===== src/sv/r0split_pkg.sv =====
// ----------------------------------------------------------------------------
// r0split_pkg
// shared widths, codes and the job record passed from front to back
// ----------------------------------------------------------------------------
package r0split_pkg;

    // field widths
    localparam int ADDR_W   = 31;
    localparam int CNT_W    = 7;
    localparam int UNIT_W   = 9;
    localparam int NDISK_W  = 5;
    localparam int DISK_W   = 4;
    localparam int DIV_W    = UNIT_W + NDISK_W;
    localparam int STEP_W   = $clog2(ADDR_W);
    localparam int CFG_IDX_W = 1;
    localparam int CFG_W    = UNIT_W;

    // parameter defaults
    localparam int DEF_MAX_DISKS   = 16;
    localparam int DEF_MAX_UNIT    = 256;
    localparam int DEF_MAX_REQUEST = 64;

    // reset values of the config registers
    localparam logic [UNIT_W-1:0]  RST_STRIPE_UNIT = UNIT_W'(4);
    localparam logic [NDISK_W-1:0] RST_DISK_COUNT  = NDISK_W'(2);

    // job queue depth
    localparam int QUEUE_DEPTH = 2;

    typedef enum logic [CFG_IDX_W-1:0] {
        CFG_STRIPE_UNIT = 1'b0,
        CFG_DISK_COUNT  = 1'b1
    } t_cfg_index;

    typedef enum logic [1:0] {
        ST_CHUNK  = 2'd0,
        ST_FAILED = 2'd1,
        ST_ACK    = 2'd2
    } t_status;

    typedef enum logic [2:0] {
        FS_IDLE,
        FS_DIV,
        FS_MOD,
        FS_MUL,
        FS_PUSH
    } t_front_state;

    typedef struct packed {
        logic                single;
        t_status             status;
        logic [NDISK_W-1:0]  disk;
        logic [ADDR_W-1:0]   row_base;
        logic [UNIT_W-1:0]   offset;
        logic [ADDR_W-1:0]   lba;
        logic [CNT_W-1:0]    left;
        logic [UNIT_W-1:0]   unit;
        logic [NDISK_W-1:0]  ndisks;
        logic                wr;
    } t_job;

endpackage


===== src/sv/r0split_front.sv =====
// ----------------------------------------------------------------------------
// r0split_front
// accepts requests, tracks volume failure and maps the start address
// ----------------------------------------------------------------------------
module r0split_front
    import r0split_pkg::*;
#(
    parameter int MAX_DISKS   = DEF_MAX_DISKS,
    parameter int MAX_UNIT    = DEF_MAX_UNIT,
    parameter int MAX_REQUEST = DEF_MAX_REQUEST
) (
    input  logic                i_clk,
    input  logic                i_rst_n,
    input  logic [UNIT_W-1:0]   i_stripe_unit,
    input  logic [NDISK_W-1:0]  i_disk_count,
    input  logic                i_in_valid,
    output logic                o_in_ready,
    input  logic                i_action,
    input  logic                i_is_write,
    input  logic [ADDR_W-1:0]   i_first_block,
    input  logic [CNT_W-1:0]    i_block_count,
    input  logic [DISK_W-1:0]   i_failing_disk,
    output logic                o_push_valid,
    input  logic                i_push_ready,
    output t_job                o_push_job
);

    localparam int PROD_W = ADDR_W + UNIT_W;

    t_front_state r_state, n_state;

    logic               r_failed, n_failed;
    logic [DISK_W-1:0]  r_dead, n_dead;
    logic               r_single, n_single;
    t_status            r_status, n_status;
    logic [NDISK_W-1:0] r_disk, n_disk;
    logic [ADDR_W-1:0]  r_quot, n_quot;
    logic [DIV_W-1:0]   r_rem, n_rem;
    logic [DIV_W-1:0]   r_div, n_div;
    logic [STEP_W-1:0]  r_cnt, n_cnt;
    logic [ADDR_W-1:0]  r_lba, n_lba;
    logic [CNT_W-1:0]   r_left, n_left;
    logic [UNIT_W-1:0]  r_unit, n_unit;
    logic [NDISK_W-1:0] r_n, n_n;
    logic               r_wr, n_wr;
    logic [ADDR_W-1:0]  r_row_base, n_row_base;

    logic               in_fire;
    logic               single_case;
    logic [UNIT_W-1:0]  unit_eff;
    logic [NDISK_W-1:0] n_eff;
    logic [CNT_W-1:0]   left_eff;
    logic [DIV_W:0]     rem_sh;
    logic               div_ge;
    logic [DIV_W-1:0]   mod_sub;
    logic               mod_ge;
    logic [PROD_W-1:0]  prod;

    assign in_fire     = i_in_valid && o_in_ready;
    assign single_case = i_action || r_failed || (i_block_count == '0);

    // next state
    always_comb begin
        n_state = r_state;
        case (r_state)
            FS_IDLE: begin
                if (i_in_valid) begin
                    n_state = single_case ? FS_PUSH : FS_DIV;
                end
            end
            FS_DIV: begin
                if (r_cnt == '0) begin
                    n_state = FS_MOD;
                end
            end
            FS_MOD: begin
                if (r_cnt == '0) begin
                    n_state = FS_MUL;
                end
            end
            FS_MUL:  n_state = FS_PUSH;
            FS_PUSH: begin
                if (i_push_ready) begin
                    n_state = FS_IDLE;
                end
            end
            default: n_state = FS_IDLE;
        endcase
    end

    // outputs
    always_comb begin
        o_in_ready   = 1'b0;
        o_push_valid = 1'b0;
        case (r_state)
            FS_IDLE: o_in_ready   = 1'b1;
            FS_PUSH: o_push_valid = 1'b1;
            default: begin
                o_in_ready   = 1'b0;
                o_push_valid = 1'b0;
            end
        endcase
    end

    // clamped configuration and request size
    always_comb begin
        if (i_stripe_unit == '0) begin
            unit_eff = UNIT_W'(1);
        end else if (32'(i_stripe_unit) > 32'(MAX_UNIT)) begin
            unit_eff = UNIT_W'(MAX_UNIT);
        end else begin
            unit_eff = i_stripe_unit;
        end
        if (i_disk_count == '0) begin
            n_eff = NDISK_W'(1);
        end else if (32'(i_disk_count) > 32'(MAX_DISKS)) begin
            n_eff = NDISK_W'(MAX_DISKS);
        end else begin
            n_eff = i_disk_count;
        end
        if (32'(i_block_count) > 32'(MAX_REQUEST)) begin
            left_eff = CNT_W'(MAX_REQUEST);
        end else begin
            left_eff = i_block_count;
        end
    end

    // address / (unit * disks) one bit a cycle, then remainder / unit
    assign rem_sh  = {r_rem, r_quot[ADDR_W-1]};
    assign div_ge  = rem_sh >= {1'b0, r_div};
    assign mod_sub = DIV_W'(r_unit) << r_cnt;
    assign mod_ge  = r_rem >= mod_sub;
    assign prod    = PROD_W'(r_quot) * PROD_W'(r_unit);

    always_comb begin
        n_failed   = r_failed;
        n_dead     = r_dead;
        n_single   = r_single;
        n_status   = r_status;
        n_disk     = r_disk;
        n_quot     = r_quot;
        n_rem      = r_rem;
        n_div      = r_div;
        n_cnt      = r_cnt;
        n_lba      = r_lba;
        n_left     = r_left;
        n_unit     = r_unit;
        n_n        = r_n;
        n_wr       = r_wr;
        n_row_base = r_row_base;
        case (r_state)
            FS_IDLE: begin
                if (in_fire) begin
                    n_wr     = i_is_write;
                    n_single = single_case;
                    n_lba    = i_first_block;
                    n_quot   = i_first_block;
                    n_rem    = '0;
                    n_div    = DIV_W'(unit_eff) * DIV_W'(n_eff);
                    n_cnt    = STEP_W'(ADDR_W - 1);
                    n_left   = left_eff;
                    n_unit   = unit_eff;
                    n_n      = n_eff;
                    n_disk   = '0;
                    n_status = ST_CHUNK;
                    if (i_action) begin
                        n_failed = 1'b1;
                        n_dead   = i_failing_disk;
                        n_status = ST_ACK;
                        n_disk   = NDISK_W'(i_failing_disk);
                    end else if (r_failed) begin
                        n_status = ST_FAILED;
                        n_disk   = NDISK_W'(r_dead);
                    end else if (i_block_count == '0) begin
                        n_status = ST_ACK;
                    end
                end
            end
            FS_DIV: begin
                n_rem  = div_ge ? DIV_W'(rem_sh - {1'b0, r_div}) : DIV_W'(rem_sh);
                n_quot = {r_quot[ADDR_W-2:0], div_ge};
                n_cnt  = (r_cnt == '0) ? STEP_W'(NDISK_W - 1) : r_cnt - 1'b1;
            end
            FS_MOD: begin
                n_rem  = mod_ge ? r_rem - mod_sub : r_rem;
                n_disk = {r_disk[NDISK_W-2:0], mod_ge};
                n_cnt  = (r_cnt == '0) ? r_cnt : r_cnt - 1'b1;
            end
            FS_MUL: begin
                n_row_base = prod[ADDR_W-1:0];
            end
            default: begin
                n_cnt = r_cnt;
            end
        endcase
    end

    always_ff @(posedge i_clk) begin
        if (!i_rst_n) begin
            r_state  <= FS_IDLE;
            r_failed <= 1'b0;
            r_dead   <= '0;
        end else begin
            r_state  <= n_state;
            r_failed <= n_failed;
            r_dead   <= n_dead;
        end
    end

    always_ff @(posedge i_clk) begin
        r_single   <= n_single;
        r_status   <= n_status;
        r_disk     <= n_disk;
        r_quot     <= n_quot;
        r_rem      <= n_rem;
        r_div      <= n_div;
        r_cnt      <= n_cnt;
        r_lba      <= n_lba;
        r_left     <= n_left;
        r_unit     <= n_unit;
        r_n        <= n_n;
        r_wr       <= n_wr;
        r_row_base <= n_row_base;
    end

    always_comb begin
        o_push_job.single   = r_single;
        o_push_job.status   = r_status;
        o_push_job.disk     = r_disk;
        o_push_job.row_base = r_row_base;
        o_push_job.offset   = r_rem[UNIT_W-1:0];
        o_push_job.lba      = r_lba;
        o_push_job.left     = r_left;
        o_push_job.unit     = r_unit;
        o_push_job.ndisks   = r_n;
        o_push_job.wr       = r_wr;
    end

endmodule


===== src/sv/r0split_queue.sv =====
// ----------------------------------------------------------------------------
// r0split_queue
// short job queue between the address mapper and the chunk generator
// ----------------------------------------------------------------------------
module r0split_queue
    import r0split_pkg::*;
(
    input  logic  i_clk,
    input  logic  i_rst_n,
    input  logic  i_push_valid,
    output logic  o_push_ready,
    input  t_job  i_push_job,
    output logic  o_pop_valid,
    input  logic  i_pop_ready,
    output t_job  o_pop_job
);

    localparam int PTR_W = (QUEUE_DEPTH > 1) ? $clog2(QUEUE_DEPTH) : 1;
    localparam int CNT_W_Q = $clog2(QUEUE_DEPTH + 1);

    t_job               r_mem [QUEUE_DEPTH];
    logic [PTR_W-1:0]   r_wr_ptr, n_wr_ptr;
    logic [PTR_W-1:0]   r_rd_ptr, n_rd_ptr;
    logic [CNT_W_Q-1:0] r_count, n_count;

    logic push, pop;

    assign o_push_ready = r_count != CNT_W_Q'(QUEUE_DEPTH);
    assign o_pop_valid  = r_count != '0;
    assign o_pop_job    = r_mem[r_rd_ptr];
    assign push         = i_push_valid && o_push_ready;
    assign pop          = o_pop_valid && i_pop_ready;

    always_comb begin
        n_wr_ptr = r_wr_ptr;
        n_rd_ptr = r_rd_ptr;
        n_count  = r_count;
        if (push) begin
            n_wr_ptr = (r_wr_ptr == PTR_W'(QUEUE_DEPTH - 1)) ? '0 : r_wr_ptr + 1'b1;
        end
        if (pop) begin
            n_rd_ptr = (r_rd_ptr == PTR_W'(QUEUE_DEPTH - 1)) ? '0 : r_rd_ptr + 1'b1;
        end
        if (push && !pop) begin
            n_count = r_count + 1'b1;
        end else if (pop && !push) begin
            n_count = r_count - 1'b1;
        end
    end

    always_ff @(posedge i_clk) begin
        if (!i_rst_n) begin
            r_wr_ptr <= '0;
            r_rd_ptr <= '0;
            r_count  <= '0;
        end else begin
            r_wr_ptr <= n_wr_ptr;
            r_rd_ptr <= n_rd_ptr;
            r_count  <= n_count;
        end
    end

    always_ff @(posedge i_clk) begin
        if (push) begin
            r_mem[r_wr_ptr] <= i_push_job;
        end
    end

endmodule


===== src/sv/r0split_back.sv =====
// ----------------------------------------------------------------------------
// r0split_back
// walks a mapped request strip by strip and registers each chunk result
// ----------------------------------------------------------------------------
module r0split_back
    import r0split_pkg::*;
(
    input  logic                i_clk,
    input  logic                i_rst_n,
    input  logic                i_pop_valid,
    output logic                o_pop_ready,
    input  t_job                i_pop_job,
    output logic                o_out_valid,
    input  logic                i_out_ready,
    output logic [1:0]          o_status,
    output logic [DISK_W-1:0]   o_disk_index,
    output logic [ADDR_W-1:0]   o_disk_block,
    output logic [CNT_W-1:0]    o_chunk_blocks,
    output logic                o_chunk_write,
    output logic                o_last
);

    logic               r_busy, n_busy;
    logic               r_single, n_single;
    t_status            r_status, n_status;
    logic [NDISK_W-1:0] r_disk, n_disk;
    logic [ADDR_W-1:0]  r_row_base, n_row_base;
    logic [UNIT_W-1:0]  r_offset, n_offset;
    logic [ADDR_W-1:0]  r_lba, n_lba;
    logic [CNT_W-1:0]   r_left, n_left;
    logic [UNIT_W-1:0]  r_unit, n_unit;
    logic [NDISK_W-1:0] r_n, n_n;
    logic               r_wr, n_wr;

    logic               r_out_valid, n_out_valid;
    t_status            r_out_status, n_out_status;
    logic [DISK_W-1:0]  r_out_disk, n_out_disk;
    logic [ADDR_W-1:0]  r_out_block, n_out_block;
    logic [CNT_W-1:0]   r_out_cnt, n_out_cnt;
    logic               r_out_wr, n_out_wr;
    logic               r_out_last, n_out_last;

    logic               out_free;
    logic               emit;
    logic               pop;
    logic [UNIT_W:0]    room;
    logic [CNT_W-1:0]   cnt;
    logic [CNT_W-1:0]   left_after;
    logic [ADDR_W:0]    lba_sum;
    logic [NDISK_W-1:0] disk_inc;

    assign out_free    = !r_out_valid || i_out_ready;
    assign emit        = r_busy && out_free;
    assign o_pop_ready = !r_busy;
    assign pop         = i_pop_valid && o_pop_ready;

    // chunk stops at the strip end or the request end
    assign room       = {1'b0, r_unit} - {1'b0, r_offset};
    assign cnt        = ((UNIT_W + 1)'(r_left) < room) ? r_left : room[CNT_W-1:0];
    assign left_after = r_left - cnt;
    assign lba_sum    = {1'b0, r_lba} + (ADDR_W + 1)'(cnt);
    assign disk_inc   = r_disk + NDISK_W'(1);

    always_comb begin
        n_busy     = r_busy;
        n_single   = r_single;
        n_status   = r_status;
        n_disk     = r_disk;
        n_row_base = r_row_base;
        n_offset   = r_offset;
        n_lba      = r_lba;
        n_left     = r_left;
        n_unit     = r_unit;
        n_n        = r_n;
        n_wr       = r_wr;

        n_out_valid  = r_out_valid && !i_out_ready;
        n_out_status = r_out_status;
        n_out_disk   = r_out_disk;
        n_out_block  = r_out_block;
        n_out_cnt    = r_out_cnt;
        n_out_wr     = r_out_wr;
        n_out_last   = r_out_last;

        if (pop) begin
            n_busy     = 1'b1;
            n_single   = i_pop_job.single;
            n_status   = i_pop_job.status;
            n_disk     = i_pop_job.disk;
            n_row_base = i_pop_job.row_base;
            n_offset   = i_pop_job.offset;
            n_lba      = i_pop_job.lba;
            n_left     = i_pop_job.left;
            n_unit     = i_pop_job.unit;
            n_n        = i_pop_job.ndisks;
            n_wr       = i_pop_job.wr;
        end else if (emit) begin
            n_out_valid = 1'b1;
            n_out_disk  = r_disk[DISK_W-1:0];
            n_out_wr    = r_wr;
            if (r_single) begin
                n_out_status = r_status;
                n_out_block  = '0;
                n_out_cnt    = '0;
                n_out_last   = 1'b1;
                n_busy       = 1'b0;
            end else begin
                n_out_status = ST_CHUNK;
                n_out_block  = r_row_base + ADDR_W'(r_offset);
                n_out_cnt    = cnt;
                n_out_last   = left_after == '0;
                n_busy       = left_after != '0;
                n_left       = left_after;
                n_lba        = lba_sum[ADDR_W-1:0];
                if (lba_sum[ADDR_W]) begin
                    // ran past the top address: wrap to disk zero, row zero
                    n_disk     = '0;
                    n_row_base = '0;
                    n_offset   = lba_sum[UNIT_W-1:0];
                end else begin
                    n_offset = '0;
                    if (disk_inc == r_n) begin
                        n_disk     = '0;
                        n_row_base = r_row_base + ADDR_W'(r_unit);
                    end else begin
                        n_disk = disk_inc;
                    end
                end
            end
        end
    end

    always_ff @(posedge i_clk) begin
        if (!i_rst_n) begin
            r_busy      <= 1'b0;
            r_out_valid <= 1'b0;
        end else begin
            r_busy      <= n_busy;
            r_out_valid <= n_out_valid;
        end
    end

    always_ff @(posedge i_clk) begin
        r_single     <= n_single;
        r_status     <= n_status;
        r_disk       <= n_disk;
        r_row_base   <= n_row_base;
        r_offset     <= n_offset;
        r_lba        <= n_lba;
        r_left       <= n_left;
        r_unit       <= n_unit;
        r_n          <= n_n;
        r_wr         <= n_wr;
        r_out_status <= n_out_status;
        r_out_disk   <= n_out_disk;
        r_out_block  <= n_out_block;
        r_out_cnt    <= n_out_cnt;
        r_out_wr     <= n_out_wr;
        r_out_last   <= n_out_last;
    end

    assign o_out_valid    = r_out_valid;
    assign o_status       = r_out_status;
    assign o_disk_index   = r_out_disk;
    assign o_disk_block   = r_out_block;
    assign o_chunk_blocks = r_out_cnt;
    assign o_chunk_write  = r_out_wr;
    assign o_last         = r_out_last;

endmodule


===== src/sv/raid0_stripe_request_splitter.sv =====
// ----------------------------------------------------------------------------
// raid0_stripe_request_splitter
// splits volume requests into per-disk chunk commands for a striped set
// ----------------------------------------------------------------------------
// path: a request's first chunk follows its transfer through the bit-serial
//   address divide, disk select, multiply, queue and output register
// flow: the front takes no new request until it has pushed the last one to the
//   queue; the back end emits one chunk per cycle behind it while the sink is ready
// error, failure and empty requests: one result each, with no address divide
// reset: synchronous active low; clears volume failure, queue and output valid,
//   loads stripe unit 4 and disk count 2
module raid0_stripe_request_splitter
    import r0split_pkg::*;
#(
    parameter int MAX_DISKS   = DEF_MAX_DISKS,
    parameter int MAX_UNIT    = DEF_MAX_UNIT,
    parameter int MAX_REQUEST = DEF_MAX_REQUEST
) (
    input  logic                 i_clk,
    input  logic                 i_rst_n,
    // configuration write port
    input  logic                 i_cfg_we,
    input  logic [CFG_IDX_W-1:0] i_cfg_index,
    input  logic [CFG_W-1:0]     i_cfg_data,
    // request channel
    input  logic                 i_in_valid,
    output logic                 o_in_ready,
    input  logic                 i_action,
    input  logic                 i_is_write,
    input  logic [ADDR_W-1:0]    i_first_block,
    input  logic [CNT_W-1:0]     i_block_count,
    input  logic [DISK_W-1:0]    i_failing_disk,
    // result channel
    output logic                 o_out_valid,
    input  logic                 i_out_ready,
    output logic [1:0]           o_status,
    output logic [DISK_W-1:0]    o_disk_index,
    output logic [ADDR_W-1:0]    o_disk_block,
    output logic [CNT_W-1:0]     o_chunk_blocks,
    output logic                 o_chunk_write,
    output logic                 o_last
);

    // configuration registers; written only while the block is idle is a user rule, not enforced here
    logic [UNIT_W-1:0]  r_stripe_unit, n_stripe_unit;
    logic [NDISK_W-1:0] r_disk_count, n_disk_count;

    always_comb begin
        n_stripe_unit = r_stripe_unit;
        n_disk_count  = r_disk_count;
        if (i_cfg_we) begin
            case (t_cfg_index'(i_cfg_index))
                CFG_STRIPE_UNIT: n_stripe_unit = i_cfg_data[UNIT_W-1:0];
                CFG_DISK_COUNT:  n_disk_count  = i_cfg_data[NDISK_W-1:0];
                default: begin
                    n_stripe_unit = r_stripe_unit;
                    n_disk_count  = r_disk_count;
                end
            endcase
        end
    end

    always_ff @(posedge i_clk) begin
        if (!i_rst_n) begin
            r_stripe_unit <= RST_STRIPE_UNIT;
            r_disk_count  <= RST_DISK_COUNT;
        end else begin
            r_stripe_unit <= n_stripe_unit;
            r_disk_count  <= n_disk_count;
        end
    end

    // front to queue
    logic push_valid, push_ready;
    t_job push_job;
    // queue to back
    logic pop_valid, pop_ready;
    t_job pop_job;

    // front: failure tracking, classification and start address mapping
    r0split_front #(
        .MAX_DISKS   (MAX_DISKS),
        .MAX_UNIT    (MAX_UNIT),
        .MAX_REQUEST (MAX_REQUEST)
    ) u_front (
        .i_clk          (i_clk),
        .i_rst_n        (i_rst_n),
        .i_stripe_unit  (r_stripe_unit),
        .i_disk_count   (r_disk_count),
        .i_in_valid     (i_in_valid),
        .o_in_ready     (o_in_ready),
        .i_action       (i_action),
        .i_is_write     (i_is_write),
        .i_first_block  (i_first_block),
        .i_block_count  (i_block_count),
        .i_failing_disk (i_failing_disk),
        .o_push_valid   (push_valid),
        .i_push_ready   (push_ready),
        .o_push_job     (push_job)
    );

    // mapped jobs wait here so the front can start the next divide
    r0split_queue u_queue (
        .i_clk        (i_clk),
        .i_rst_n      (i_rst_n),
        .i_push_valid (push_valid),
        .o_push_ready (push_ready),
        .i_push_job   (push_job),
        .o_pop_valid  (pop_valid),
        .i_pop_ready  (pop_ready),
        .o_pop_job    (pop_job)
    );

    // back: one chunk per transfer, output register decouples the sink
    r0split_back u_back (
        .i_clk          (i_clk),
        .i_rst_n        (i_rst_n),
        .i_pop_valid    (pop_valid),
        .o_pop_ready    (pop_ready),
        .i_pop_job      (pop_job),
        .o_out_valid    (o_out_valid),
        .i_out_ready    (i_out_ready),
        .o_status       (o_status),
        .o_disk_index   (o_disk_index),
        .o_disk_block   (o_disk_block),
        .o_chunk_blocks (o_chunk_blocks),
        .o_chunk_write  (o_chunk_write),
        .o_last         (o_last)
    );

endmodule


===== config.mk =====
export PLATFORM = sky130hd
export DESIGN_NAME = raid0_stripe_request_splitter
export DESIGN_NICKNAME = d
export VERILOG_FILES = /design/src/sv/r0split_pkg.sv /design/src/sv/r0split_front.sv /design/src/sv/r0split_queue.sv /design/src/sv/r0split_back.sv /design/src/sv/raid0_stripe_request_splitter.sv
export SDC_FILE = /design/constraint.sdc
export NUM_CORES = 1
export LEC_CHECK = 0
export BUFFER_PORTS_ARGS = -buffer_cell sky130_fd_sc_hd__clkbuf_2
export CAP_MARGIN = 20
export CORE_AREA = 2 2 260 262
export CTS_BUF_LIST = sky130_fd_sc_hd__clkbuf_4 sky130_fd_sc_hd__clkbuf_8 sky130_fd_sc_hd__clkbuf_16
export DETAILED_ROUTE_END_ITERATION = 6
export DIE_AREA = 0 0 262 264
export PLACE_DENSITY = 0.69
export SLEW_MARGIN = 20
export SYNTH_ARGS = -nofsm -noshare
export SYNTH_HDL_FRONTEND = slang
export SYNTH_SLANG_ARGS = --single-unit

===== constraint.sdc =====
create_clock -name i_clk -period 6.4 [get_ports i_clk]
set_input_delay 0.96 -clock i_clk [delete_from_list [all_inputs] [get_ports i_clk]]
set_output_delay 0.96 -clock i_clk [all_outputs]
set_load 0.05 [all_outputs]

==> run metrics <==
Crit path largest cell delay 0.98 ns; RSZ-0062 raised after global routing false; grt ovf 0; routed wire length 73,600 um; CP Class reg2reg; crit path cell chain nand2_1 > fa_1 > inv_1 > fa_1 > fa_1 > fa_1 > ha_1 > a21oi_1 > o21bai_1 > a221o_1 > a211oi_2 > o21ai_0 > a221o_1 > o311ai_1; Final #Nets 3,400; top-area cell type share of the netlist area 46.0%; most used cell, CP fa_1; Ys Warns 0; Hold Startpoint u_back.r_wr; Yosys reg bits 534; clk slew on worst S/H paths 0.06 ns; Tmin final 6.01 ns; mean post-synth cell area 11.2 um2; largest area contributor in the netlist edfxtp_1; ANT nets after route 0; crit-path leading delay family adder cells; max cap viols 0; I/O pin count 107; status complete, no violations; Worst setup SP type register; H-tree levels 2; r2r endpoint u_front.r_row_base[29]; Area growth, synth to finish 10.2%; Seq/Total Area, Yosys 47.7%; syn_nets 3,332; sink of the worst hold path u_back.o_chunk_write; max-slew violation count 0; WP data arrival 6.38 ns; top post-synthesis cells by area edfxtp_1 46%, fa_1 12%, ha_1 5.2%; Psw 7.91 mW; Initial Utilization 49.6%; wire per inst 18.7 um; clk sinks 534; CP max-delay cell edfxtp_1; worst reg2reg startpoint u_front.r_unit[2]; Yosys cell types 84; number of global-route vias before repair 22,136; commonest non-fill, non-tap cell in the layout edfxtp_1; DRT iter0 DRCs 1,625; crit end category register; fmax 166 MHz; Die Area 0.0692 mm2; Hold Vio Cnt, Final 0; top fanout value on the critical path 22; Die X-Extent 262 um; CTS Buf Count 57; async set-reset flop share out of synthesis 0%; clock power share 17.7%; Lkg Pwr 14.4 nW; Crit path required time 6.77 ns; Max Buffers Root-to-Sink 3; Internal Power 11.0 mW; Clock Latency Late Sink 0.65 ns; RD Place Congestion 0.874; Slew @ Worst Pin 0.978 ns; Max-slew headroom 34.8%; Setup violations, final 0; Fin Clk Skew 0.0659 ns; CTS tree yes; period utilization 93.9%; number of diodes 0; r2r setup slk 0.39 ns; Post-synth EDFFs 505; layout cells sized above 1 10.4%; reg2reg path depth 14; WP depth 14; PortBufs 106; Seq pwr share 29.6%; Mapped Area 0.0330 mm2; first-pass GRT wire length 120,000 um; Pwr Density 519 mW/mm2; Min-Delay Path Depth 0; detailed-route DRC error count 0; # hold bufs at CTS 0; Detail Placement HPWL 53,600 um; Vias/cell 5.53; Buf/Inv on CP 1; Global Route Usage Sum 21.9%; # rows 95; Gate power share 52.7%; hold crit path type reg2reg; DR pass1 iterations 5; switching share of power 41.9%; Setup TNS 0 ns; post-layout utilization of the core 54.6%; core area 0.0666 mm2; leading cell types in the layout, fill and taps excluded 505 x edfxtp_1, 369 x nand2_1, 282 x inv_1; cell count after synthesis 2,936; largest net degree at the start of global routing 68; initial antenna violation count 2; Die H 264 um; DR vias 21,709; Worst VDD drop 0.344 mV; Top FF cell, synth edfxtp_1; CTS root buffer clkbuf_16
## metal layers
metal,global-route usage [%],vias up,routed length [um]
li1,-,10239,-
met1,30.7,10657,32500
met2,34.5,668,34100
met3,3.47,143,4440
met4,7.80,2,2490
met5,0,-,10
## final cells by class
cell class	count	area (um2)
repair buffers	145	836
inverters	284	1070
clock inverters	35	359
well taps	873	1090
fillers	5695	30200
multi-input cells	1982	15700
clock buffers	73	1580
flip-flops and latches	534	15700
## power groups by stage
stage / Clock [mW] / Sequential [mW] / Combinational (mW)
final: 3.35 / 5.59 / 9.94
after global routing: 3.56 / 5.66 / 11.1
after CTS: 3.41 / 5.58 / 9.91
after detailed placement: 0 / 5.65 / 9.83
after global placement: 0 / 5.62 / 9.61
after floorplan: 0 / 5.80 / 7.34
## worst max-delay path by stage
stage,start,endpoint,slack (ns)
after floorplan,u_back.r_offset[0],u_back.r_row_base[0],0.29
after global placement,u_back.r_unit[0],u_back.r_row_base[20],0.34
after detailed placement,u_back.r_offset[0],u_back.r_row_base[18],0.21
after CTS,u_back.r_offset[0],u_back.r_row_base[1],0.21
after global routing,u_back.r_offset[0],u_back.r_row_base[1],0.01
final,u_front.r_unit[2],u_front.r_row_base[29],0.39
## worst reg2reg max path: stages (launching register included)
cell      delay, ns
edfxtp_1       0.98
nand2_1        0.20
fa_1           0.59
inv_1          0.05
fa_1           0.52
fa_1           0.44
fa_1           0.49
ha_1           0.41
a21oi_1        0.20
o21bai_1       0.08
a221o_1        0.36
a211oi_2       0.28
o21ai_0        0.26
a221o_1        0.40
o311ai_1       0.51
## stage by stage
step	cells	area, um2	total power, mW	hold slack [ns]	worst slack, ns
2_1_floorplan	2936	33000	13.1	0.400	0.285
5_1_grt	3926	36400	20.3	0.439	0.0111
3_5_place_dp	3816	34400	15.5	0.408	0.210
3_3_place_gp	3816	34400	15.2	0.403	0.343
6_report	3926	36400	18.9	0.419	0.393
4_1_cts	3924	36300	18.9	0.413	0.215
## logic make-up after synthesis
group	count (synthesis)	share of synthesized area, %
and+or+nand+nor	974	14.4
DFF	534	47.7
buffers and inverters	420	4.89
AOI/OAI and AO/OA	405	7.95
adders and majority gates	338	17.4
xor gates and xnor gates	141	3.78
muxes	124	3.93
## flip-flops by register name (all words and copies together), names as in the netlist, 31 cells and up, named ones only
register and count:
u_front.r_row_base 31, u_back.r_lba 31, u_front.r_lba 31, u_back.r_row_base 31
u_front.r_quot 31, u_back.o_disk_block 31, u_queue.r_mem 202
## cells in the mapped netlist (all sizes together), types with 3 or more instances
cell type and instances:
a31oi 8, nand3 60, nand2b 25, nand4 22, o21bai 11, a221oi 4, inv 283, buf 21
xor2 68, o22ai 46, a21oi 103, o31ai 5, o21ai 83, a211oi 27, ha 137, nand3b 6
nor2 157, nand2 370, edfxtp 505, o21a 15, nor2b 65, a21o 24, clkbuf 115, nor3 45
o31a 3, or3 15, or4 7, a311oi 3, o311ai 6, mux2 35, a21boi 31, and3 16
xnor2 72, nor3b 5, o211a 3, and2 146, mux2i 89, nor4b 5, nor4 9, o211ai 7
fa 200, dfxtp 29, or2 8, and4 7
## what timing repair did
| action | CTS | global route |
|---|---|---|
| buffers inserted | 0 | 2 |
| resized for setup | 0 | 1 |
| endpoints found under the setup margin | 0 | 42 |
No activity file was read; power rests on OpenSTA's default activity.
